### src/hdl/mac_pkg.sv
// ----------------------------------------------------------------------------
// mac_pkg
// Shared types and codes of the motion alarm controller: payload structs,
// configuration image, mode codes, request codes and register indexes.
// ----------------------------------------------------------------------------
package mac_pkg;

    localparam int CFG_INDEX_W = 3;
    localparam int CFG_DATA_W  = 10;

    // configuration register indexes
    localparam logic [CFG_INDEX_W-1:0] CFG_WINDOW_HALF     = 3'd0;
    localparam logic [CFG_INDEX_W-1:0] CFG_LOSS_TICKS      = 3'd1;
    localparam logic [CFG_INDEX_W-1:0] CFG_START_BYTE      = 3'd2;
    localparam logic [CFG_INDEX_W-1:0] CFG_FRAME_LENGTH    = 3'd3;
    localparam logic [CFG_INDEX_W-1:0] CFG_POSITION_OFFSET = 3'd4;

    // request codes
    localparam logic [2:0] REQ_BYTE      = 3'd0;
    localparam logic [2:0] REQ_LINK_TICK = 3'd1;
    localparam logic [2:0] REQ_BLINK     = 3'd2;
    localparam logic [2:0] REQ_MINUTE    = 3'd3;
    localparam logic [2:0] REQ_FIVE_SEC  = 3'd4;
    localparam logic [2:0] REQ_ARM       = 3'd5;
    localparam logic [2:0] REQ_RESET     = 3'd6;

    // capture phases
    localparam logic [1:0] CAP_IDLE = 2'd0;
    localparam logic [1:0] CAP_REQ  = 2'd1;
    localparam logic [1:0] CAP_RUN  = 2'd2;

    // bit positions in the LED/buzzer level word
    localparam int LED_G = 0;
    localparam int LED_R = 1;
    localparam int LED_B = 2;

    typedef enum logic [2:0] {
        MODE_RECV  = 3'd0,
        MODE_DOWN  = 3'd1,
        MODE_ARMED = 3'd2,
        MODE_LOST  = 3'd3,
        MODE_ALARM = 3'd4
    } t_mode;

    typedef struct packed {
        logic [2:0] req_type;
        logic [7:0] data_byte;
    } t_in_item;

    typedef struct packed {
        logic        green_on;
        logic        red_on;
        logic        buzzer_on;
        logic [2:0]  mode;
        logic [15:0] pos_x;
        logic [15:0] pos_y;
        logic [15:0] pos_z;
    } t_out_item;

    typedef struct packed {
        logic [9:0] window_half;
        logic [1:0] loss_ticks;
        logic [7:0] start_byte;
        logic [4:0] frame_length;
        logic [3:0] position_offset;
    } t_cfg;

endpackage

### src/hdl/mac_cfg.sv
// ----------------------------------------------------------------------------
// mac_cfg
// Configuration register file. Takes one write per cycle; writes to indexes
// past the register list are dropped.
// ----------------------------------------------------------------------------
module mac_cfg (
    input  logic                             i_clk,
    input  logic                             i_rst_n,
    input  logic                             i_cfg_valid,
    output logic                             o_cfg_ready,
    input  logic [mac_pkg::CFG_INDEX_W-1:0]  i_cfg_index,
    input  logic [mac_pkg::CFG_DATA_W-1:0]   i_cfg_data,
    output mac_pkg::t_cfg                    o_cfg
);
    import mac_pkg::*;

    t_cfg r_cfg;
    t_cfg n_cfg;

    assign o_cfg_ready = 1'b1;
    assign o_cfg       = r_cfg;

    always_comb begin
        n_cfg = r_cfg;
        if (i_cfg_valid) begin
            unique case (i_cfg_index)
                CFG_WINDOW_HALF:     n_cfg.window_half     = i_cfg_data[9:0];
                CFG_LOSS_TICKS:      n_cfg.loss_ticks      = i_cfg_data[1:0];
                CFG_START_BYTE:      n_cfg.start_byte      = i_cfg_data[7:0];
                CFG_FRAME_LENGTH:    n_cfg.frame_length    = i_cfg_data[4:0];
                CFG_POSITION_OFFSET: n_cfg.position_offset = i_cfg_data[3:0];
                default:             n_cfg = r_cfg;
            endcase
        end
    end

    always_ff @(posedge i_clk) begin
        if (!i_rst_n) begin
            r_cfg.window_half     <= 10'd31;
            r_cfg.loss_ticks      <= 2'd2;
            r_cfg.start_byte      <= 8'h7E;
            r_cfg.frame_length    <= 5'd19;
            r_cfg.position_offset <= 4'd12;
        end else begin
            r_cfg <= n_cfg;
        end
    end

endmodule

### src/hdl/mac_core.sv
// ----------------------------------------------------------------------------
// mac_core
// Controller state and its single-pass update: framer, position capture,
// window check, link supervision and LED/buzzer patterns. Produces the
// result word for the item being retired.
// ----------------------------------------------------------------------------
module mac_core #(
    parameter int POS_WIDTH = 16,
    parameter int MAX_FRAME = 31
) (
    input  logic                i_clk,
    input  logic                i_rst_n,
    input  logic                i_fire,
    input  mac_pkg::t_in_item   i_item,
    input  mac_pkg::t_cfg       i_cfg,
    output mac_pkg::t_out_item  o_result
);
    import mac_pkg::*;

    localparam int AW = POS_WIDTH + 1;
    localparam int CW = AW + 10;

    t_mode                r_mode, n_mode;
    logic                 r_in_frame, n_in_frame;
    logic [4:0]           r_byte_index, n_byte_index;
    logic [7:0]           r_high, n_high;
    logic [POS_WIDTH-1:0] r_cur [3];
    logic [POS_WIDTH-1:0] n_cur [3];
    logic [POS_WIDTH-1:0] r_arm [3];
    logic [POS_WIDTH-1:0] n_arm [3];
    logic [1:0]           r_cap, n_cap;
    logic [1:0]           r_missed, n_missed;
    logic                 r_seen, n_seen;
    logic                 r_five, n_five;
    logic                 r_mwait, n_mwait;
    logic                 r_mblink, n_mblink;
    logic [1:0]           r_bcount, n_bcount;
    logic                 r_lost_beep, n_lost_beep;
    logic [2:0]           r_leds, n_leds;

    function automatic logic outside_window(
        input logic [POS_WIDTH-1:0] cur [3],
        input logic [POS_WIDTH-1:0] arm [3],
        input logic [9:0]           win
    );
        logic [AW-1:0] d;
        logic [AW-1:0] a;
        logic          hit;
        hit = 1'b0;
        for (int k = 0; k < 3; k++) begin
            d = {1'b0, cur[k]} - {1'b0, arm[k]};
            a = d[AW-1] ? (~d + 1'b1) : d;
            if (CW'(a) >= CW'(win)) hit = 1'b1;
        end
        return hit;
    endfunction

    // next state
    always_comb begin
        logic [4:0]           len;
        logic [4:0]           rel;
        logic [1:0]           axis;
        logic [POS_WIDTH-1:0] v;
        logic                 armed_now;

        n_mode       = r_mode;
        n_in_frame   = r_in_frame;
        n_byte_index = r_byte_index;
        n_high       = r_high;
        n_cur        = r_cur;
        n_arm        = r_arm;
        n_cap        = r_cap;
        n_missed     = r_missed;
        n_seen       = r_seen;
        n_five       = r_five;
        n_mwait      = r_mwait;
        n_mblink     = r_mblink;
        n_bcount     = r_bcount;
        n_lost_beep  = r_lost_beep;
        n_leds       = r_leds;
        armed_now    = 1'b0;
        rel          = r_byte_index - {1'b0, i_cfg.position_offset};
        axis         = rel[2:1];
        v            = POS_WIDTH'({r_high, i_item.data_byte});

        len = (i_cfg.frame_length > 5'(MAX_FRAME)) ? 5'(MAX_FRAME) : i_cfg.frame_length;
        if (len == 5'd0) len = 5'd1;

        unique case (i_item.req_type)
            REQ_BYTE: begin
                if (!r_in_frame) begin
                    if (i_item.data_byte == i_cfg.start_byte) begin
                        n_in_frame   = 1'b1;
                        n_byte_index = 5'd0;
                        if (r_cap == CAP_REQ) n_cap = CAP_RUN;
                    end
                end else begin
                    if (r_byte_index >= {1'b0, i_cfg.position_offset} && rel < 5'd6) begin
                        if (!rel[0]) begin
                            n_high = i_item.data_byte;
                        end else if (r_cap == CAP_RUN) begin
                            n_arm[axis] = v;
                        end else begin
                            n_cur[axis] = v;
                        end
                    end
                    if ({1'b0, r_byte_index} + 6'd1 >= {1'b0, len}) begin
                        // frame complete
                        n_in_frame = 1'b0;
                        n_seen     = 1'b1;
                        n_missed   = 2'd0;
                        if (r_cap == CAP_RUN) begin
                            n_cap = CAP_IDLE;
                            if (r_mode == MODE_RECV) begin
                                armed_now     = 1'b1;
                                n_mode        = MODE_ARMED;
                                n_five        = 1'b1;
                                n_mwait       = 1'b1;
                                n_mblink      = 1'b0;
                                n_bcount      = 2'd0;
                                n_leds[LED_G] = 1'b1;
                            end
                        end
                        // check the positions including this byte's update
                        if (!armed_now && r_mode == MODE_ARMED &&
                            outside_window(n_cur, n_arm, i_cfg.window_half)) begin
                            n_mode        = MODE_ALARM;
                            n_leds[LED_B] = 1'b1;
                        end
                    end else begin
                        n_byte_index = r_byte_index + 5'd1;
                    end
                end
            end
            REQ_LINK_TICK: begin
                if (r_seen) begin
                    n_seen   = 1'b0;
                    n_missed = 2'd0;
                    if (r_mode == MODE_DOWN) begin
                        n_mode = MODE_RECV;
                    end else if (r_mode == MODE_LOST) begin
                        n_mode        = MODE_ARMED;
                        n_leds[LED_G] = 1'b0;
                        n_leds[LED_R] = 1'b0;
                    end
                end else begin
                    if (r_missed != 2'd3) n_missed = r_missed + 2'd1;
                    if (r_mode == MODE_DOWN) begin
                        n_missed = 2'd0;
                    end else if (n_missed >= i_cfg.loss_ticks) begin
                        if (r_mode == MODE_RECV) begin
                            n_mode   = MODE_DOWN;
                            n_missed = 2'd0;
                        end else if (r_mode == MODE_ARMED) begin
                            n_mode        = MODE_LOST;
                            n_lost_beep   = 1'b1;
                            n_leds[LED_B] = 1'b1;
                            n_missed      = 2'd0;
                        end
                    end
                end
            end
            REQ_BLINK: begin
                unique case (r_mode)
                    MODE_RECV: begin
                        n_leds[LED_G] = ~r_leds[LED_G];
                        n_leds[LED_R] = 1'b0;
                    end
                    MODE_DOWN: begin
                        n_leds[LED_R] = ~r_leds[LED_R];
                        n_leds[LED_G] = 1'b0;
                    end
                    MODE_ARMED: begin
                        if (r_mblink) begin
                            n_leds[LED_G] = ~r_leds[LED_G];
                            n_bcount      = r_bcount + 2'd1;
                        end
                        if (n_bcount == 2'd2) begin
                            n_mblink = 1'b0;
                            n_mwait  = 1'b1;
                            n_bcount = 2'd0;
                        end
                    end
                    MODE_ALARM: begin
                        n_leds[LED_G] = 1'b0;
                        n_leds[LED_R] = 1'b1;
                    end
                    MODE_LOST: begin
                        if (r_lost_beep) begin
                            n_leds[LED_B] = 1'b0;
                            n_lost_beep   = 1'b0;
                        end
                        n_leds[LED_G] = 1'b1;
                        n_leds[LED_R] = 1'b1;
                    end
                    default: n_leds = r_leds;
                endcase
            end
            REQ_MINUTE: begin
                if (r_mwait) begin
                    n_mblink = 1'b1;
                    n_mwait  = 1'b0;
                end
            end
            REQ_FIVE_SEC: begin
                if (r_five) begin
                    n_leds[LED_G] = 1'b0;
                    n_five        = 1'b0;
                end
            end
            REQ_ARM: begin
                if (r_mode == MODE_RECV && r_cap == CAP_IDLE) n_cap = CAP_REQ;
            end
            REQ_RESET: begin
                if (r_mode == MODE_ARMED || r_mode == MODE_ALARM) begin
                    n_mode        = MODE_RECV;
                    n_arm[0]      = '0;
                    n_arm[1]      = '0;
                    n_arm[2]      = '0;
                    n_five        = 1'b0;
                    n_mwait       = 1'b0;
                    n_mblink      = 1'b0;
                    n_bcount      = 2'd0;
                    n_leds[LED_B] = 1'b0;
                end
            end
            default: n_mode = r_mode;
        endcase
    end

    // result word
    always_comb begin
        o_result.green_on  = n_leds[LED_G];
        o_result.red_on    = n_leds[LED_R];
        o_result.buzzer_on = n_leds[LED_B];
        o_result.mode      = n_mode;
        o_result.pos_x     = 16'(n_cur[0]);
        o_result.pos_y     = 16'(n_cur[1]);
        o_result.pos_z     = 16'(n_cur[2]);
    end

    always_ff @(posedge i_clk) begin
        if (!i_rst_n) begin
            r_mode       <= MODE_RECV;
            r_in_frame   <= 1'b0;
            r_byte_index <= 5'd0;
            r_high       <= 8'd0;
            r_cur        <= '{default: '0};
            r_arm        <= '{default: '0};
            r_cap        <= CAP_IDLE;
            r_missed     <= 2'd0;
            r_seen       <= 1'b0;
            r_five       <= 1'b0;
            r_mwait      <= 1'b0;
            r_mblink     <= 1'b0;
            r_bcount     <= 2'd0;
            r_lost_beep  <= 1'b0;
            r_leds       <= 3'd0;
        end else if (i_fire) begin
            r_mode       <= n_mode;
            r_in_frame   <= n_in_frame;
            r_byte_index <= n_byte_index;
            r_high       <= n_high;
            r_cur        <= n_cur;
            r_arm        <= n_arm;
            r_cap        <= n_cap;
            r_missed     <= n_missed;
            r_seen       <= n_seen;
            r_five       <= n_five;
            r_mwait      <= n_mwait;
            r_mblink     <= n_mblink;
            r_bcount     <= n_bcount;
            r_lost_beep  <= n_lost_beep;
            r_leds       <= n_leds;
        end
    end

    a_alarm_buzzes: assert property (@(posedge i_clk) disable iff (!i_rst_n)
        r_mode == MODE_ALARM |-> r_leds[LED_B])
        else $error("alarm mode without buzzer");

    a_down_no_misses: assert property (@(posedge i_clk) disable iff (!i_rst_n)
        r_mode == MODE_DOWN |-> r_missed == 2'd0)
        else $error("missed tick count held in link-down mode");

    a_index_in_frame: assert property (@(posedge i_clk) disable iff (!i_rst_n)
        r_byte_index < 5'(MAX_FRAME))
        else $error("byte index ran past the longest frame");

endmodule

### src/hdl/motion_alarm_controller.sv
// ----------------------------------------------------------------------------
// motion_alarm_controller
// Path: an accepted item is held in the input register until the result
// register is free or draining, then the single-pass update retires it there.
// Throughput: one item per cycle unless the output stalls (single-pass update).
// Reset: synchronous active low; returns to receiving mode, LEDs and buzzer
// off, positions zero, configuration at its defaults. No clearing pass.
// ----------------------------------------------------------------------------
module motion_alarm_controller #(
    parameter int POS_WIDTH = 16,
    parameter int MAX_FRAME = 31
) (
    input  logic                             i_clk,
    input  logic                             i_rst_n,
    input  logic                             i_in_valid,
    output logic                             o_in_ready,
    input  mac_pkg::t_in_item                i_in,
    output logic                             o_out_valid,
    input  logic                             i_out_ready,
    output mac_pkg::t_out_item               o_out,
    input  logic                             i_cfg_valid,
    output logic                             o_cfg_ready,
    input  logic [mac_pkg::CFG_INDEX_W-1:0]  i_cfg_index,
    input  logic [mac_pkg::CFG_DATA_W-1:0]   i_cfg_data
);
    import mac_pkg::*;

    logic      r_in_valid;
    t_in_item  r_in;
    logic      r_out_valid;
    t_out_item r_out;
    logic      w_adv;
    t_cfg      w_cfg;
    t_out_item w_result;

    // retire the held item whenever the result register is free or draining
    assign w_adv       = r_in_valid && (!r_out_valid || i_out_ready);
    assign o_in_ready  = !r_in_valid || w_adv;
    assign o_out_valid = r_out_valid;
    assign o_out       = r_out;

    mac_cfg u_cfg (
        .i_clk       (i_clk),
        .i_rst_n     (i_rst_n),
        .i_cfg_valid (i_cfg_valid),
        .o_cfg_ready (o_cfg_ready),
        .i_cfg_index (i_cfg_index),
        .i_cfg_data  (i_cfg_data),
        .o_cfg       (w_cfg)
    );

    mac_core #(
        .POS_WIDTH (POS_WIDTH),
        .MAX_FRAME (MAX_FRAME)
    ) u_core (
        .i_clk    (i_clk),
        .i_rst_n  (i_rst_n),
        .i_fire   (w_adv),
        .i_item   (r_in),
        .i_cfg    (w_cfg),
        .o_result (w_result)
    );

    always_ff @(posedge i_clk) begin
        if (!i_rst_n) begin
            r_in_valid <= 1'b0;
        end else if (o_in_ready) begin
            r_in_valid <= i_in_valid;
        end
    end

    always_ff @(posedge i_clk) begin
        if (o_in_ready && i_in_valid) begin
            r_in <= i_in;
        end
    end

    always_ff @(posedge i_clk) begin
        if (!i_rst_n) begin
            r_out_valid <= 1'b0;
        end else if (w_adv) begin
            r_out_valid <= 1'b1;
        end else if (i_out_ready) begin
            r_out_valid <= 1'b0;
        end
    end

    always_ff @(posedge i_clk) begin
        if (w_adv) begin
            r_out <= w_result;
        end
    end

    a_hold_stalled_item: assert property (@(posedge i_clk) disable iff (!i_rst_n)
        r_in_valid && !w_adv |=> r_in_valid && $stable(r_in))
        else $error("stalled input item lost or changed");

    a_ready_when_empty: assert property (@(posedge i_clk) disable iff (!i_rst_n)
        !r_out_valid |-> o_in_ready)
        else $error("input stalled with an empty result register");

    a_result_follows: assert property (@(posedge i_clk) disable iff (!i_rst_n)
        w_adv |=> r_out_valid)
        else $error("retired item produced no result");

endmodule
### config.mk
export PLATFORM = sky130hd
export DESIGN_NAME = motion_alarm_controller
export DESIGN_NICKNAME = d
export VERILOG_FILES = /design/src/hdl/mac_pkg.sv /design/src/hdl/mac_cfg.sv /design/src/hdl/mac_core.sv /design/src/hdl/motion_alarm_controller.sv
export SDC_FILE = /design/constraint.sdc
export NUM_CORES = 1
export LEC_CHECK = 0
export ABC_AREA = 1
export ABC_CLOCK_PERIOD_IN_PS = 17500
export BUFFER_PORTS_ARGS = -buffer_cell sky130_fd_sc_hd__buf_2
export CAP_MARGIN = 20
export CORE_UTILIZATION = 45
export CTS_CLUSTER_DIAMETER = 30
export DETAILED_ROUTE_END_ITERATION = 16
export GPL_TIMING_DRIVEN = 0
export PLACE_DENSITY_LB_ADDON = 0.25
export SLEW_MARGIN = 20
export SYNTH_ARGS = -nofsm -noshare
export SYNTH_HDL_FRONTEND = slang
export SYNTH_SLANG_ARGS = --single-unit
### constraint.sdc
create_clock -name i_clk -period 17.5 [get_ports i_clk]
set_clock_uncertainty 0.2 [all_clocks]
set_input_delay 1.75 -clock i_clk [delete_from_list [all_inputs] [get_ports i_clk]]
set_output_delay 1.75 -clock i_clk [all_outputs]
set_load 0.02 [all_outputs]
==> out/metrics.csv <==
stage,metric,value,unit
worst_setup_path,ff2ff_path_depth,46,
cts,root_buffer,clkbuf_16,
route,vias_per_cell,5.32,
worst_setup_path,crit_path_max_incr_delay,0.47,ns
worst_setup_path,slowest_stage,a21oi_1,
pwr,pwr_density_cell,109,nW/um^2
worst_setup_path,start_kind,flip-flop,
placed_design,post-place-ws,9.71,ns
global_route,grt_max_degree,56,
route,wl_met2,22600,um
yosys,synth_flop_cell,dfxtp_1,
yosys,yosysWarnings,0,
placed_design,gp_congestion,0.914,
outcome,status,finished clean,
cts,cts_buffer_depth,3,
route,drc,0,
pwr,irDropWorstVdd,0.0920,mV
cells_and_area,fin_util,54.0,%
worst_setup_path,crit_top_cell,nand2_1,
worst_setup_path,critPathBufInv,9,
timing,slew_headroom,44.0,%
flow_run,drv_cap,0,
route,drt_iter0_markers,1061,
yosys,syn_area_per_cell,6.75,um^2
die,row_count,67,
route,dr_wl_met3,2920,um
die,die_h,187,um
timing,period_needed,7.82,ns
cells_and_area,layout.nets,2555,
cells_and_area,synthToLayoutAreaGrowth,17.6,%
cells_and_area,stdcell_count,2917,
cts,cts_tree,yes,
route,ant_nets,0,
die,die_w,187,um
yosys,ys_seq_area_share,33.0,%
cts,hold_buffers,0,
cts,insertion_delay,0.56,ns
cells_and_area,antennaDiodeCount,0,
yosys,synth_top_cell_by_area,dfxtp_1,
hold_path,min_from,u_core.r_five,
worst_setup_path,arrival,7.91,ns
worst_setup_path,critPathCaptureType,flip-flop,
cts,clk_pin_slew_worst_paths,0.05,ns
route,wl_per_cell,16.0,um
timing,finalSetupViolations,0,
cts,cts_resized,0,
timing,post-route-period-util,44.7,%
cells_and_area,final_common_cell,nand2_1,
pwr,pwr-share-clk,47.7,%
route,drt-met1-wl,19300,um
yosys,synth-edff-count,65,
yosys,yosysTopAreaCellShare,20.4,%
yosys,ys_ff_latch,223,
pwr,switching_share,32.0,%
yosys,synth_nets,2420,
die,core,33700,um^2
yosys,synthArstFlopShare,0,%
timing,setup_slack,9.68,ns
worst_setup_path,crit_family,simple AND/OR/NAND/NOR gates,
yosys,synth_cell_types,51,
pwr,p_int,1.35,mW
timing,max_freq,128,MHz
cells_and_area,drive_above_1_share,11.7,%
timing,rsz0062_at_grt,false,
cts,cts_setup_buffers,0,
worst_setup_path,timing.rr.end,o_out[51],
pwr,switchingPower,0.633,mW
placed_design,dp_hpwl,36000,um
yosys,synth.cell_area,15500,um^2
die,die_area,35100,um^2
placed_design,port_buffers,83,
timing,hold_viol,0,
pwr,p_leak,9.01,nW
worst_setup_path,timing.rr.start,u_core.r_byte_index[0],
route,first_pass_iters,5,
global_route,grt_pass1_vias,14953,
route,wl,46800,um
worst_setup_path,reg2reg_slack,9.68,ns
pwr,seq_power_share,28.6,%
timing,final_max_slew_viol_count,0,
die,start_util,45.9,%
global_route,grt_pass1_wl,74800,um
hold_path,hold_path_end,u_core.r_five,
pwr,pwr-share-comb,23.7,%
route,vias,15522,
placed_design,place_area,16500,um^2
global_route,antenna_found_initial,0,
global_route,grt_overflow,0,
cts,ctsHtreeMaxLevel,2,
worst_setup_path,crit_path_max_fanout,10,
global_route,track_usage,26.6,%
timing,tns,0,ns
worst_setup_path,crit_required,17.59,ns
cells_and_area,layout_common_cells,"nand2_1 (604), inv_1 (333), a21oi_1 (195), o21ai_0 (194), dfxtp_1 (158)",
placed_design,placed_cells,2826,
yosys,synth.area.top_cells,"dfxtp_1 (20%), nand2_1 (15%), edfxtp_1 (13%)",
hold_path,whs_path_depth,2,
hold_path,hold_class,reg2reg,
cts,clkSinkCount,223,
cells_and_area,design_area,18200,um^2
yosys,syn-instance-count,2294,
worst_setup_path,crit_type,reg2reg,
cts,numCtsBuffers,49,
die,top_level_ports,86,
timing,tightest_slew,0.840,ns
route,top_layer_used,met4,
-- registers in the layout, summed over array words and instances, names as in the netlist, 2 cells and up --
| signal | cells |
|---|---|
| o_out | 54 |
| r_in | 11 |
| u_cfg.o_cfg | 29 |
| u_core.r_arm | 48 |
| u_core.r_bcount | 2 |
| u_core.r_byte_index | 5 |
| u_core.r_cap | 2 |
| u_core.r_cur | 48 |
| u_core.r_high | 8 |
| u_core.r_leds | 3 |
| u_core.r_missed | 2 |
| u_core.r_mode | 3 |
-- worst reg2reg max path, delay by kind of cell (launching register included) --
| family | cells | cell delay, ns |
|---|---|---|
| AOI/OAI and AO/OA | 4 | 1.07 |
| and+or+nand+nor | 27 | 2.99 |
| buffers and inverters | 9 | 1.19 |
| xor gates and xnor gates | 1 | 0.18 |
| DFF | 1 | 0.34 |
| adders and majority gates | 5 | 1.57 |
-- power groups by stage --
stage	clock network [mW]	logic [mW]	registers [mW]
after detailed placement	0	0.465	0.576
after floorplan	0	0.348	0.583
final	0.944	0.470	0.567
after CTS	0.951	0.469	0.567
after global routing	0.979	0.540	0.569
after global placement	0	0.455	0.576
-- metal layers --
layer | up-vias | GRT usage [%]
li1 | 7735 | -
met1 | 7176 | 32.1
met2 | 485 | 46.7
met3 | 126 | 4.00
met4 | 0 | 11.8
met5 | - | 0
-- cells by family after synthesis --
| group | Yosys count | synth area share, % |
|---|---|---|
| buffers and inverters | 417 | 10.4 |
| other | 1 | 0.0242 |
| and+or+nand+nor | 1031 | 28.9 |
| xor gates and xnor gates | 40 | 2.26 |
| DFF | 223 | 33.0 |
| adders and majority gates | 97 | 8.04 |
| AOI/OAI and AO/OA | 485 | 17.3 |
-- cell type report --
class | count | area (um^2)
inverter | 341 | 1280
clock inverter | 32 | 374
tap | 448 | 561
sequential | 223 | 5110
buffer | 76 | 337
multi-input combinational | 1654 | 8750
timing repair buffer | 84 | 443
clock buffer | 59 | 1350
fill | 3314 | 15500
-- per-stage QoR --
step           total power, mW  hold slack, ns
2_1_floorplan            0.931           0.230
3_3_place_gp              1.03           0.247
3_5_place_dp              1.04           0.253
4_1_cts                   1.99           0.259
5_1_grt                   2.09           0.283
6_report                  1.98           0.256
-- cells in the mapped netlist, types with 5 or more instances --
master and instances:
nand4_1 20, xnor2_1 8, o211ai_1 11, a21oi_1 195, o21a_1 48, or2_2 39, inv_2 7, inv_1 333
nand3_2 7, dfxtp_1 158, nand2_1 604, buf_2 11, nand3b_1 18, clkbuf_1 59, edfxtp_1 65, nor2_2 9
o21ai_0 194, ha_1 93, nor2_1 152, or2_0 9, o31ai_1 6, xor2_1 32, nor3_1 12, nand2_2 27
nand3_1 119, o21ai_1 5, a211oi_1 7
-- worst max path at each step --
stage                           startpoint  slack (ns)         to  cells past startpoint
finish              u_core.r_byte_index[0]        9.68  o_out[51]                     46
global route        u_core.r_byte_index[0]        9.05  o_out[51]                     46
CTS                 u_core.r_byte_index[0]        9.67  o_out[51]                     46
detailed placement  u_core.r_byte_index[0]        9.71  o_out[51]                     46
global placement    u_core.r_byte_index[0]        9.78  o_out[51]                     46
floorplan           u_core.r_byte_index[0]       11.29  o_out[51]                     49
Note: power is estimated with default switching activity, not from simulation.
